<file path="src/rtl/lsr_pkg.sv">
`default_nettype none

package lsr_pkg;

    // list geometry
    localparam int unsigned DEPTH_DEF = 16;
    localparam int unsigned DATA_W    = 32;

    // result field widths
    localparam int unsigned OP_W      = 3;
    localparam int unsigned POS_W     = 4;
    localparam int unsigned STAT_W    = 2;
    localparam int unsigned CNT_W     = 5;

    // operation codes
    localparam logic [OP_W-1:0] OP_PUSH   = 3'd0;
    localparam logic [OP_W-1:0] OP_POP    = 3'd1;
    localparam logic [OP_W-1:0] OP_INDEX  = 3'd2;
    localparam logic [OP_W-1:0] OP_REMOVE = 3'd3;
    localparam logic [OP_W-1:0] OP_CLEAR  = 3'd4;

    // status codes
    localparam logic [STAT_W-1:0] STAT_OK        = 2'd0;
    localparam logic [STAT_W-1:0] STAT_EMPTY     = 2'd1;
    localparam logic [STAT_W-1:0] STAT_NOT_FOUND = 2'd2;
    localparam logic [STAT_W-1:0] STAT_FULL      = 2'd3;

endpackage

`default_nettype wire

</file>
<file path="src/rtl/lsr_if.sv">
`default_nettype none

// request channel: operation and operand
interface lsr_req_if import lsr_pkg::*; ();
    logic                     valid;
    logic                     ready;
    logic [OP_W-1:0]          op;
    logic signed [DATA_W-1:0] value;

    modport source (output valid, op, value, input ready);
    modport sink   (input valid, op, value, output ready);
endinterface

// result channel
interface lsr_rsp_if import lsr_pkg::*; ();
    logic                     valid;
    logic                     ready;
    logic signed [DATA_W-1:0] read_value;
    logic [POS_W-1:0]         position;
    logic [STAT_W-1:0]        status;
    logic [CNT_W-1:0]         entry_count;

    modport source (output valid, read_value, position, status, entry_count, input ready);
    modport sink   (input valid, read_value, position, status, entry_count, output ready);
endinterface

`default_nettype wire

</file>
<file path="src/rtl/lsr_mem.sv">
`default_nettype none

// entry store: one write port, one read port, registered read data
module lsr_mem
    import lsr_pkg::*;
#(
    parameter int unsigned DEPTH = DEPTH_DEF,
    parameter int unsigned AW    = $clog2(DEPTH)
)
(
    input  wire logic              clk,
    input  wire logic              we,
    input  wire logic [AW-1:0]     waddr,
    input  wire logic [DATA_W-1:0] wdata,
    input  wire logic [AW-1:0]     raddr,
    output logic      [DATA_W-1:0] rdata
);

    logic [DATA_W-1:0] mem [DEPTH];

    always_ff @(posedge clk)
    begin
        if (we)
        begin
            mem[waddr] <= wdata;
        end
    end

    always_ff @(posedge clk)
    begin
        rdata <= mem[raddr];
    end

endmodule

`default_nettype wire

</file>
<file path="src/rtl/lifo_list_with_search_remove_core.sv">
// path from accept to result: push, clear, unused codes and empty list go straight to ST_DONE,
//   pop passes ST_POP, index-of scans in ST_SCAN, remove scans and closes the gap in ST_SHIFT
// throughput: one request at a time, next accept the cycle after the result is handed over;
//   time per request is set by the scan and gap closing through the single read port
// reset: asynchronous, active low; the list comes up empty, entry memory is not cleared
`default_nettype none

module lifo_list_with_search_remove_core
    import lsr_pkg::*;
#(
    parameter int unsigned DEPTH = DEPTH_DEF
)
(
    input  wire logic clk,
    input  wire logic rst_n,
    lsr_req_if.sink   req,
    lsr_rsp_if.source rsp
);

    localparam int unsigned AW = $clog2(DEPTH);
    localparam int unsigned CW = $clog2(DEPTH + 1);

    // control sequencer, one-hot
    typedef enum logic [4:0] {
        ST_IDLE  = 5'b00001,
        ST_POP   = 5'b00010,
        ST_SCAN  = 5'b00100,
        ST_SHIFT = 5'b01000,
        ST_DONE  = 5'b10000
    } state_t;

    state_t state_reg, state_next;

    // list storage: physical entry 0 is the oldest, count-1 is the front
    logic [CW-1:0] count_reg, count_next;
    logic [AW-1:0] ptr_reg, ptr_next;      // address whose data sits in rdata
    logic [AW-1:0] top_addr;

    // request captured at accept
    logic [OP_W-1:0]   op_reg, op_next;
    logic [DATA_W-1:0] value_reg, value_next;

    // pending result
    logic [DATA_W-1:0] res_value_reg, res_value_next;
    logic [POS_W-1:0]  res_pos_reg, res_pos_next;
    logic [STAT_W-1:0] res_stat_reg, res_stat_next;

    // output register
    logic              rsp_valid_reg, rsp_valid_next;
    logic [DATA_W-1:0] rsp_value_reg, rsp_value_next;
    logic [POS_W-1:0]  rsp_pos_reg, rsp_pos_next;
    logic [STAT_W-1:0] rsp_stat_reg, rsp_stat_next;
    logic [CNT_W-1:0]  rsp_cnt_reg, rsp_cnt_next;

    // memory port
    logic              mem_we;
    logic [AW-1:0]     mem_waddr;
    logic [DATA_W-1:0] mem_wdata;
    logic [AW-1:0]     mem_raddr;
    logic [DATA_W-1:0] mem_rdata;

    lsr_mem #(
        .DEPTH (DEPTH),
        .AW    (AW)
    ) u_mem (
        .clk   (clk),
        .we    (mem_we),
        .waddr (mem_waddr),
        .wdata (mem_wdata),
        .raddr (mem_raddr),
        .rdata (mem_rdata)
    );

    assign top_addr  = AW'(count_reg - CW'(1));
    assign req.ready = (state_reg == ST_IDLE);

    assign rsp.valid       = rsp_valid_reg;
    assign rsp.read_value  = rsp_value_reg;
    assign rsp.position    = rsp_pos_reg;
    assign rsp.status      = rsp_stat_reg;
    assign rsp.entry_count = rsp_cnt_reg;

    always_comb
    begin
        state_next     = state_reg;
        count_next     = count_reg;
        ptr_next       = ptr_reg;
        op_next        = op_reg;
        value_next     = value_reg;
        res_value_next = res_value_reg;
        res_pos_next   = res_pos_reg;
        res_stat_next  = res_stat_reg;
        rsp_valid_next = rsp_valid_reg & ~rsp.ready;
        rsp_value_next = rsp_value_reg;
        rsp_pos_next   = rsp_pos_reg;
        rsp_stat_next  = rsp_stat_reg;
        rsp_cnt_next   = rsp_cnt_reg;
        mem_we         = 1'b0;
        mem_waddr      = ptr_reg - AW'(1);
        mem_wdata      = mem_rdata;
        mem_raddr      = top_addr;

        case (state_reg)
            ST_IDLE:
            begin
                if (req.valid)
                begin
                    op_next        = req.op;
                    value_next     = req.value;
                    res_value_next = '0;
                    res_pos_next   = '0;
                    res_stat_next  = STAT_OK;
                    state_next     = ST_DONE;
                    case (req.op)
                        OP_PUSH:
                        begin
                            if (count_reg == CW'(DEPTH))
                            begin
                                res_stat_next = STAT_FULL;
                            end
                            else
                            begin
                                // new front goes just above the current front
                                mem_we     = 1'b1;
                                mem_waddr  = AW'(count_reg);
                                mem_wdata  = req.value;
                                count_next = count_reg + CW'(1);
                            end
                        end
                        OP_POP:
                        begin
                            if (count_reg == '0)
                            begin
                                res_stat_next = STAT_EMPTY;
                            end
                            else
                            begin
                                state_next = ST_POP;
                            end
                        end
                        OP_INDEX, OP_REMOVE:
                        begin
                            if (count_reg == '0)
                            begin
                                res_stat_next = STAT_EMPTY;
                            end
                            else
                            begin
                                // walk from the front toward the oldest entry
                                ptr_next   = top_addr;
                                state_next = ST_SCAN;
                            end
                        end
                        OP_CLEAR:
                        begin
                            count_next = '0;
                        end
                        default:
                        begin
                            // unused code: no change, zero result
                        end
                    endcase
                end
            end

            ST_POP:
            begin
                res_value_next = mem_rdata;
                count_next     = count_reg - CW'(1);
                state_next     = ST_DONE;
            end

            ST_SCAN:
            begin
                // speculatively fetch the next older entry
                mem_raddr = ptr_reg - AW'(1);
                if (mem_rdata == value_reg)
                begin
                    res_pos_next = POS_W'(top_addr - ptr_reg);
                    if (op_reg == OP_REMOVE)
                    begin
                        if (ptr_reg == top_addr)
                        begin
                            // match at the front: just drop it
                            count_next = count_reg - CW'(1);
                            state_next = ST_DONE;
                        end
                        else
                        begin
                            // close the gap: move newer entries down one slot
                            mem_raddr  = ptr_reg + AW'(1);
                            ptr_next   = ptr_reg + AW'(1);
                            state_next = ST_SHIFT;
                        end
                    end
                    else
                    begin
                        state_next = ST_DONE;
                    end
                end
                else if (ptr_reg == '0)
                begin
                    res_stat_next = STAT_NOT_FOUND;
                    state_next    = ST_DONE;
                end
                else
                begin
                    ptr_next = ptr_reg - AW'(1);
                end
            end

            ST_SHIFT:
            begin
                // rdata holds entry ptr; it moves to ptr-1 while ptr+1 is read, unless ptr is the front
                mem_we = 1'b1;
                if (ptr_reg == top_addr)
                begin
                    count_next = count_reg - CW'(1);
                    state_next = ST_DONE;
                end
                else
                begin
                    mem_raddr = ptr_reg + AW'(1);
                    ptr_next  = ptr_reg + AW'(1);
                end
            end

            ST_DONE:
            begin
                // hand the result over once the output register is free
                if (!rsp_valid_reg || rsp.ready)
                begin
                    rsp_valid_next = 1'b1;
                    rsp_value_next = res_value_reg;
                    rsp_pos_next   = res_pos_reg;
                    rsp_stat_next  = res_stat_reg;
                    rsp_cnt_next   = CNT_W'(count_reg);
                    state_next     = ST_IDLE;
                end
            end

            default:
            begin
                state_next = ST_IDLE;
            end
        endcase
    end

    // control state
    always_ff @(posedge clk or negedge rst_n)
    begin
        if (!rst_n)
        begin
            state_reg     <= ST_IDLE;
            count_reg     <= '0;
            rsp_valid_reg <= 1'b0;
        end
        else
        begin
            state_reg     <= state_next;
            count_reg     <= count_next;
            rsp_valid_reg <= rsp_valid_next;
        end
    end

    // payload, no reset needed
    always_ff @(posedge clk)
    begin
        ptr_reg       <= ptr_next;
        op_reg        <= op_next;
        value_reg     <= value_next;
        res_value_reg <= res_value_next;
        res_pos_reg   <= res_pos_next;
        res_stat_reg  <= res_stat_next;
        rsp_value_reg <= rsp_value_next;
        rsp_pos_reg   <= rsp_pos_next;
        rsp_stat_reg  <= rsp_stat_next;
        rsp_cnt_reg   <= rsp_cnt_next;
    end

endmodule

`default_nettype wire
</file>
<file path="src/flat_wrapper.sv">
// flat-port wrapper written by rule: the top's interface ports become plain ports
module lifo_list_with_search_remove_core_flat import lsr_pkg::*;
#(
    parameter int unsigned DEPTH = DEPTH_DEF
)
  (clk, rst_n, req_valid, req_op, req_value, req_ready, rsp_valid, rsp_read_value, rsp_position, rsp_status, rsp_entry_count, rsp_ready);
  lsr_req_if req_i ();
  lsr_rsp_if rsp_i ();
  input  wire logic clk;
  input  wire logic rst_n;
  input wire logic [$bits(req_i.valid)-1:0] req_valid;
  input wire logic [$bits(req_i.op)-1:0] req_op;
  input wire logic [$bits(req_i.value)-1:0] req_value;
  output wire logic [$bits(req_i.ready)-1:0] req_ready;
  output wire logic [$bits(rsp_i.valid)-1:0] rsp_valid;
  output wire logic [$bits(rsp_i.read_value)-1:0] rsp_read_value;
  output wire logic [$bits(rsp_i.position)-1:0] rsp_position;
  output wire logic [$bits(rsp_i.status)-1:0] rsp_status;
  output wire logic [$bits(rsp_i.entry_count)-1:0] rsp_entry_count;
  input wire logic [$bits(rsp_i.ready)-1:0] rsp_ready;
  assign req_i.valid = req_valid;
  assign req_i.op = req_op;
  assign req_i.value = req_value;
  assign req_ready = req_i.ready;
  assign rsp_valid = rsp_i.valid;
  assign rsp_read_value = rsp_i.read_value;
  assign rsp_position = rsp_i.position;
  assign rsp_status = rsp_i.status;
  assign rsp_entry_count = rsp_i.entry_count;
  assign rsp_i.ready = rsp_ready;
  lifo_list_with_search_remove_core #(.DEPTH(DEPTH)) u_core (.clk(clk), .rst_n(rst_n), .req(req_i), .rsp(rsp_i));
endmodule
</file>
<file path="config.mk">
export PLATFORM = sky130hd
export DESIGN_NAME = lifo_list_with_search_remove_core_flat
export DESIGN_NICKNAME = d
export VERILOG_FILES = /design/src/rtl/lsr_pkg.sv /design/src/rtl/lsr_if.sv /design/src/rtl/lsr_mem.sv /design/src/rtl/lifo_list_with_search_remove_core.sv /design/src/flat_wrapper.sv
export SDC_FILE = /design/constraint.sdc
export NUM_CORES = 1
export LEC_CHECK = 0
export ABC_CLOCK_PERIOD_IN_PS = 8200
export BUFFER_PORTS_ARGS = -buffer_cell sky130_fd_sc_hd__buf_4
export CAP_MARGIN = 40
export CORE_MARGIN = 2
export CORE_UTILIZATION = 45
export DETAILED_ROUTE_END_ITERATION = 12
export SETUP_SLACK_MARGIN = 0.1
export SLEW_MARGIN = 10
export SYNTH_ARGS = -nofsm -noshare
export SYNTH_HDL_FRONTEND = slang
export SYNTH_HIERARCHICAL = 1
export SYNTH_SLANG_ARGS = --single-unit
</file>
<file path="constraint.sdc">
create_clock -name clk -period 8.2 [get_ports clk]
set_input_delay 0.41 -clock clk [delete_from_list [all_inputs] [get_ports clk]]
set_output_delay 0.41 -clock clk [all_outputs]
set_load 0.01 [all_outputs]
</file>
==> key figures, run 1 <==
Setup path
  • Setup CP Type: reg -> reg
  • WP data required: 8670 ps
  • Startpoint types: flip-flop
  • R2r worst-path depth: 13
  • Top cell by count, worst path: ha_1
  • Critical path endpoint category: flip-flop
  • CP peak stage delay: 720 ps
  • CP arrival: 5720 ps
  • Maximum fanout along the worst path: 97
  • CP Cell Sequence: inv_1 > ha_1 > xor2_1 > ha_1 > nand3_1 > nor2_1 > a21oi_1 > mux2i_4 > buf_12 > buf_4 > mux4_2 > a22oi_1 > nand2_1
  • Slowest-stage cell, CP: dfrtp_1

Timing
  • RSZ-0062 raised after global routing: false
  • Setup TNS: 0 ps
  • Final Hold Fails: 0
  • Worst Slack Setup Final: 2960 ps
  • Fin Clk Skew: 27.4 ps
  • # setup viols final: 0
  • Min cycle time layout: 5240 ps
  • Tcrit/Tclk final: 0.639
  • Rel. slew slack: 0.411
  • Slew at the pin with the worst max-slew slack: 883 ps
  • Fin. max-slew vios: 0
  • Fmax achieved: 191 MHz

Clock tree
  • Maximum root-to-sink buffer count: 3
  • TritonCTS buffer count: 70
  • Clock root cell: clkbuf_16
  • Clock tree sinks: 675
  • Post-CTS sizing: 0
  • H-Tree Depth: 3
  • CTS tree: done
  • Later-pin clock latency in the skew report: 600 ps
  • Worst-path clk slew: 60 ps

Layout
  • Biggest register: u_core/u_mem/mem
  • Final nets: 1,492
  • Layout Area Growth over Synthesis: 16.5%
  • Layout cells sized above 1: 0.293
  • Max reg flops: 512
  • Ant. Diodes: 0

Global routing
  • Vias in the first global route: 13,173
  • Overall global routing resource usage: 0.210
  • Initial antenna violation count: 1
  • First-pass GRT wire length: 89,400 um
  • GRT Residual Overflow: 0
  • Largest net degree at the start of global routing: 98

Logic synthesis
  • #FFs+latches synth: 675
  • Top post-synthesis cells by area: edfxtp_1, mux4_2, dfxtp_1
  • Avg Cell Area, Syn: 20.3 sq um
  • Register area share after synthesis: 0.761
  • Mapped Cells: 1,290
  • Ys Warns: 6
  • Async set or reset register ratio after synthesis: 0.0163
  • Synth Cell Area: 26,100 sq um
  • Cell accounting for the most synthesized area: edfxtp_1
  • Synth cell types: 76
  • Syn Nets: 1,338
  • Synth Flop Type: edfxtp_1
  • Share of the synthesized area in the top cell type: 0.726
  • Post-synth EDFFs: 632

Pwr
  • Tot Pwr: 11.6 mW
  • Power Density: 381 nW/um^2
  • Worst VDD drop: 298 uV
  • Pleak: 10.0 nW

Job
  • Max cap viols: 0

Placement
  • IO Port Bufs: 83
  • Placer Congestion: 0.924
  • Pre-CTS setup slack: 2960 ps
  • Post-DP HPWL: 32,600 um

Die
  • Die height: 245 um
  • Chip width: 245 um
  • Core ar.: 57,600 sq um
  • I/O pin count: 84
  • DIE AREA: 60,000 sq um
  • Std cell rows: 88
  • Initial cell density of the core: 0.454

Hold path
  • Hold Crit Depth: 1
  • Hold Path Class: in -> reg

Status
  • Status: complete, no violations

Route
  • Number of DRC markers after the initial detailed-route iteration: 1,437
  • Antenna Nets Post-Route: 0
  • Initial DRT Pass Iterations: 5
  • Wire per inst: 27.5 um
  • Vias per cell: 5.81
  • Via count: 13,169
  • # DRC: 0
  • Routed WL: 62,300 um
## kinds of logic after synthesis
logic type / synth area share
adder cells (fa/ha/maj): 0.00459
flip-flops: 0.761
buffers and inverters: 0.0154
AO/OA/AOI/OAI: 0.0342
XOR/XNOR: 0.0170
AND/OR/NAND/NOR: 0.0392
multiplexers: 0.129
## worst paths after layout
check,from,to,slack (ps)
hold reg to reg,u_core/res_value_reg[28]$_SDFFCE_PN0P_,u_core/rsp.read_value[28]$_DFFE_PP_,420
min in group asynchronous,rst_n,u_core/state_reg[4]$_DFFE_PN0P_,200
setup / recovery,u_core/count_reg[0]$_DFFE_PN0P_,u_core/u_mem/rdata[6]$_DFF_P_,2960
hold / removal,req_value[3],u_core/value_reg[3]$_DFFE_PP_,30
setup reg to reg,u_core/count_reg[0]$_DFFE_PN0P_,u_core/u_mem/rdata[6]$_DFF_P_,2960
max in group asynchronous,rst_n,u_core/state_reg[0]$_DFFE_PN1P_,7770
## Yosys cell counts, types with 12 or more instances
library cell / count
mux4_2: 128
and2_1: 34
edfxtp_1: 632
a22oi_1: 66
nor2_1: 32
nand2_1: 47
mux2_2: 35
xor2_1: 36
dfxtp_1: 32
nor3_1: 12
clkbuf_1: 23
o21ai_0: 15
buf_4: 12
## critical path: cells and delay by family (launching register included)
kind / cells / cell delay (ps)
muxes: 2 / 900
adders and majority gates: 2 / 630
xor gates and xnor gates: 1 / 300
buffers and inverters: 3 / 1470
AOI/OAI and AO/OA: 2 / 590
DFF: 1 / 720
and+or+nand+nor: 3 / 360
## placed cells by master, fill, tap and decap left out, types with 6 or more instances in the layout
| master | count |
|---|---|
| a21oi_1 | 11 |
| a22oi_1 | 66 |
| and2_1 | 33 |
| buf_4 | 112 |
| clkbuf_1 | 8 |
| clkbuf_16 | 75 |
| clkbuf_8 | 9 |
| clkinv_1 | 12 |
| clkinv_2 | 13 |
| dfrtp_1 | 10 |
| dfxtp_1 | 32 |
| dlygate4sd3_1 | 31 |
| edfxtp_1 | 632 |
| ha_1 | 8 |
| inv_1 | 10 |
| mux2_2 | 35 |
| mux4_2 | 128 |
| nand2_1 | 47 |
| nand3_1 | 8 |
| nor2_1 | 19 |
| nor2_4 | 13 |
| nor3_1 | 8 |
| nor4_1 | 11 |
| o21ai_0 | 15 |
| o22ai_1 | 6 |
| xnor2_1 | 11 |
| xor2_1 | 36 |
## timing repair
item,in CTS,in global routing
setup buffers,0,0
hold endpoints to repair,41,0
hold buffers,31,0
## cell type report
cell class,instances,area (sq um)
well taps,765,957
flip-flops and latches,675,19900
clock buffers,92,2030
repair buffers,146,1200
fillers,4549,27100
inverters,12,45.0
clock inverters,38,318
multi-input cells,539,6020
## through the flow
| stage | util | area, sq um | instances | hold WS [ps] |
|---|---|---|---|---|
| after floorplan | - | 26100 | 1290 | 114 |
| after global placement | 0.483 | 27800 | 2105 | 261 |
| after detailed placement | 0.483 | 27800 | 2106 | 263 |
| after CTS | 0.529 | 30500 | 2267 | 3.06 |
| after global routing | 0.529 | 30500 | 2267 | 9.66 |
| final | 0.529 | 30500 | 2267 | 26.0 |
## layer usage
metal	GRT usage	vias up	wire length (um)
li1	-	5568	-
met1	0.302	6962	27300
met2	0.328	535	29200
met3	0.0382	104	4380
met4	0.0665	0	1520
met5	0	-	0
## power breakdown
part           internal (mW)  switching [mW]
Combinational           1.51            2.19
Sequential              4.51           0.207
Clock                   1.88            1.30
Power figures use the tool's default switching activity.
==> inputs of run 2 (changes only) <==
--- a/config.mk
+++ b/config.mk
@@ -5,7 +5,7 @@
 export SDC_FILE = /design/constraint.sdc
 export NUM_CORES = 1
 export LEC_CHECK = 0
-export ABC_CLOCK_PERIOD_IN_PS = 8200
+export ABC_CLOCK_PERIOD_IN_PS = 4600
 export BUFFER_PORTS_ARGS = -buffer_cell sky130_fd_sc_hd__buf_4
 export CAP_MARGIN = 40
 export CORE_MARGIN = 2
==> constraint.sdc (replaced) <==
create_clock -name clk -period 4.6 [get_ports clk]
set_input_delay 0.23 -clock clk [delete_from_list [all_inputs] [get_ports clk]]
set_output_delay 0.23 -clock clk [all_outputs]
set_load 0.01 [all_outputs]
==> key figures, run 2 (same netlist as run 1, synthesis figures left out) <==
Status
  • Status: complete, no violations

Global routing
  • Vias in the first global route: 13,653
  • Overall global routing resource usage: 0.217
  • Initial antenna violation count: 0
  • First-pass GRT wire length: 93,300 um
  • GRT Residual Overflow: 0
  • Largest net degree at the start of global routing: 39

Layout
  • Most common cell after layout, fill and taps aside: edfxtp_1
  • Layout cells sized above 1: 0.295
  • Fillers: 4,464
  • Biggest register: u_core/u_mem/mem
  • Layout Area Growth over Synthesis: 18.2%
  • Final nets: 1,518
  • Final instance area: 30,900 sq um
  • Most frequent cells in the layout: edfxtp_1, mux4_2, buf_4
  • Max reg flops: 512

Die
  • Chip width: 245 um
  • Initial cell density of the core: 0.454
  • Std cell rows: 88
  • Die height: 245 um
  • Core ar.: 57,600 sq um
  • DIE AREA: 60,000 sq um
  • I/O pin count: 84

Clock tree
  • H-Tree Depth: 3
  • Clock tree sinks: 675
  • Worst-path clk slew: 60 ps
  • Maximum root-to-sink buffer count: 3
  • TritonCTS buffer count: 71
  • Post-CTS Setup Bufs: 0
  • Clock root cell: clkbuf_16
  • Later-pin clock latency in the skew report: 610 ps
  • CTS tree: done

Setup path
  • Critical path endpoint category: flip-flop
  • Startpoint types: flip-flop
  • WP data required: 5140 ps
  • Maximum fanout along the worst path: 20
  • Setup CP Type: reg -> reg
  • CP arrival: 4710 ps

Route
  • Vias per cell: 5.84
  • Routed WL: 64,400 um
  • Via count: 13,409
  • Wire per inst: 28.1 um
  • # DRC: 0
  • Antenna Nets Post-Route: 0
  • Number of DRC markers after the initial detailed-route iteration: 1,334
  • Initial DRT Pass Iterations: 5

Pwr
  • Pleak: 10.2 nW
  • Power Density: 680 nW/um^2
  • Worst VDD drop: 394 uV

Timing
  • Worst Slack Setup Final: 433 ps
  • Rel. slew slack: 0.392
  • Tcrit/Tclk final: 0.906
  • Fin Clk Skew: 28.1 ps
  • RSZ-0062 raised after global routing: false
  • Min cycle time layout: 4170 ps
  • Final Hold Fails: 0
  • Hold WS: 357 ps
  • Fin. max-slew vios: 0
  • # setup viols final: 0
  • Slew at the pin with the worst max-slew slack: 907 ps
  • Fmax achieved: 240 MHz
  • Setup TNS: 0 ps

Placement
  • Pre-CTS setup slack: 384 ps
  • IO Port Bufs: 83
  • Placement Cell Area: 28,200 sq um
  • Placer Congestion: 0.876
  • Post-DP HPWL: 34,100 um

Hold path
  • Hold Path Class: in -> reg

Job
  • Max cap viols: 0
==> run 2: timing repair <==
| action | CTS | global route |
|---|---|---|
| resized for setup | 0 | 1 |
| setup endpoints to repair | 0 | 15 |
| hold buffers | 40 | 0 |
| endpoints found under the hold margin | 51 | 0 |
==> run 2: critical path: stages (launching register included) <==
cell	delay (ps)
dfrtp_1	490
inv_1	150
ha_1	240
xor2_1	310
ha_1	350
and3_2	270
a21o_2	230
nor3_1	290
mux2_2	210
o21ai_0	70
buf_4	200
nor2_4	660
buf_4	400
a22oi_1	140
nand2_1	80
==> run 2: layout make-up <==
| class | instances | area, sq um | area share |
|---|---|---|---|
| diodes | 2 | 5.00 | 0.000162 |
| clock buffers | 101 | 2030 | 0.0658 |
| clock inverters | 30 | 241 | 0.00781 |
| inverters | 12 | 45.0 | 0.00146 |
| multi-input cells | 540 | 6060 | 0.196 |
| flip-flops and latches | 675 | 19900 | 0.644 |
| well taps | 765 | 957 | 0.0310 |
| repair buffers | 170 | 1680 | 0.0543 |
==> run 2: final timing paths <==
kind / start / cells past startpoint / to / slack (ps)
max in group asynchronous: rst_n / 4 / u_core/count_reg[1]$_DFFE_PN0P_ / 3050
max reg2reg: u_core/count_reg[1]$_DFFE_PN0P_ / 14 / u_core/u_mem/rdata[6]$_DFF_P_ / 430
min in group asynchronous: rst_n / 3 / u_core/count_reg[4]$_DFFE_PN0P_ / 510
max: u_core/count_reg[1]$_DFFE_PN0P_ / 14 / u_core/u_mem/rdata[6]$_DFF_P_ / 430
min: req_value[23] / 2 / u_core/value_reg[23]$_DFFE_PP_ / 360
min reg2reg: u_core/res_value_reg[4]$_SDFFCE_PN0P_ / 0 / u_core/rsp.read_value[4]$_DFFE_PP_ / 420
==> run 2: where the power goes <==
part           total, mW  switching, mW  internal, mW
sequential          8.37          0.329          8.04
clock               5.57           2.31          3.26
combinational       7.09           4.17          2.92
==> run 2: metrics by stage <==
| step | std cells | util | total power, mW |
|---|---|---|---|
| floorplan | 1290 | - | 13.1 |
| global placement | 2120 | 0.490 | 15.4 |
| detailed placement | 2121 | 0.490 | 15.5 |
| CTS | 2292 | 0.537 | 21.1 |
| global route | 2293 | 0.537 | 21.9 |
| finish | 2295 | 0.537 | 21.0 |
==> run 2: per-layer routing <==
layer  GRT usage  wire [um]
met5           0          0
met2       0.345      30600
met1       0.313      28100
met3      0.0365       4490
met4      0.0615       1210
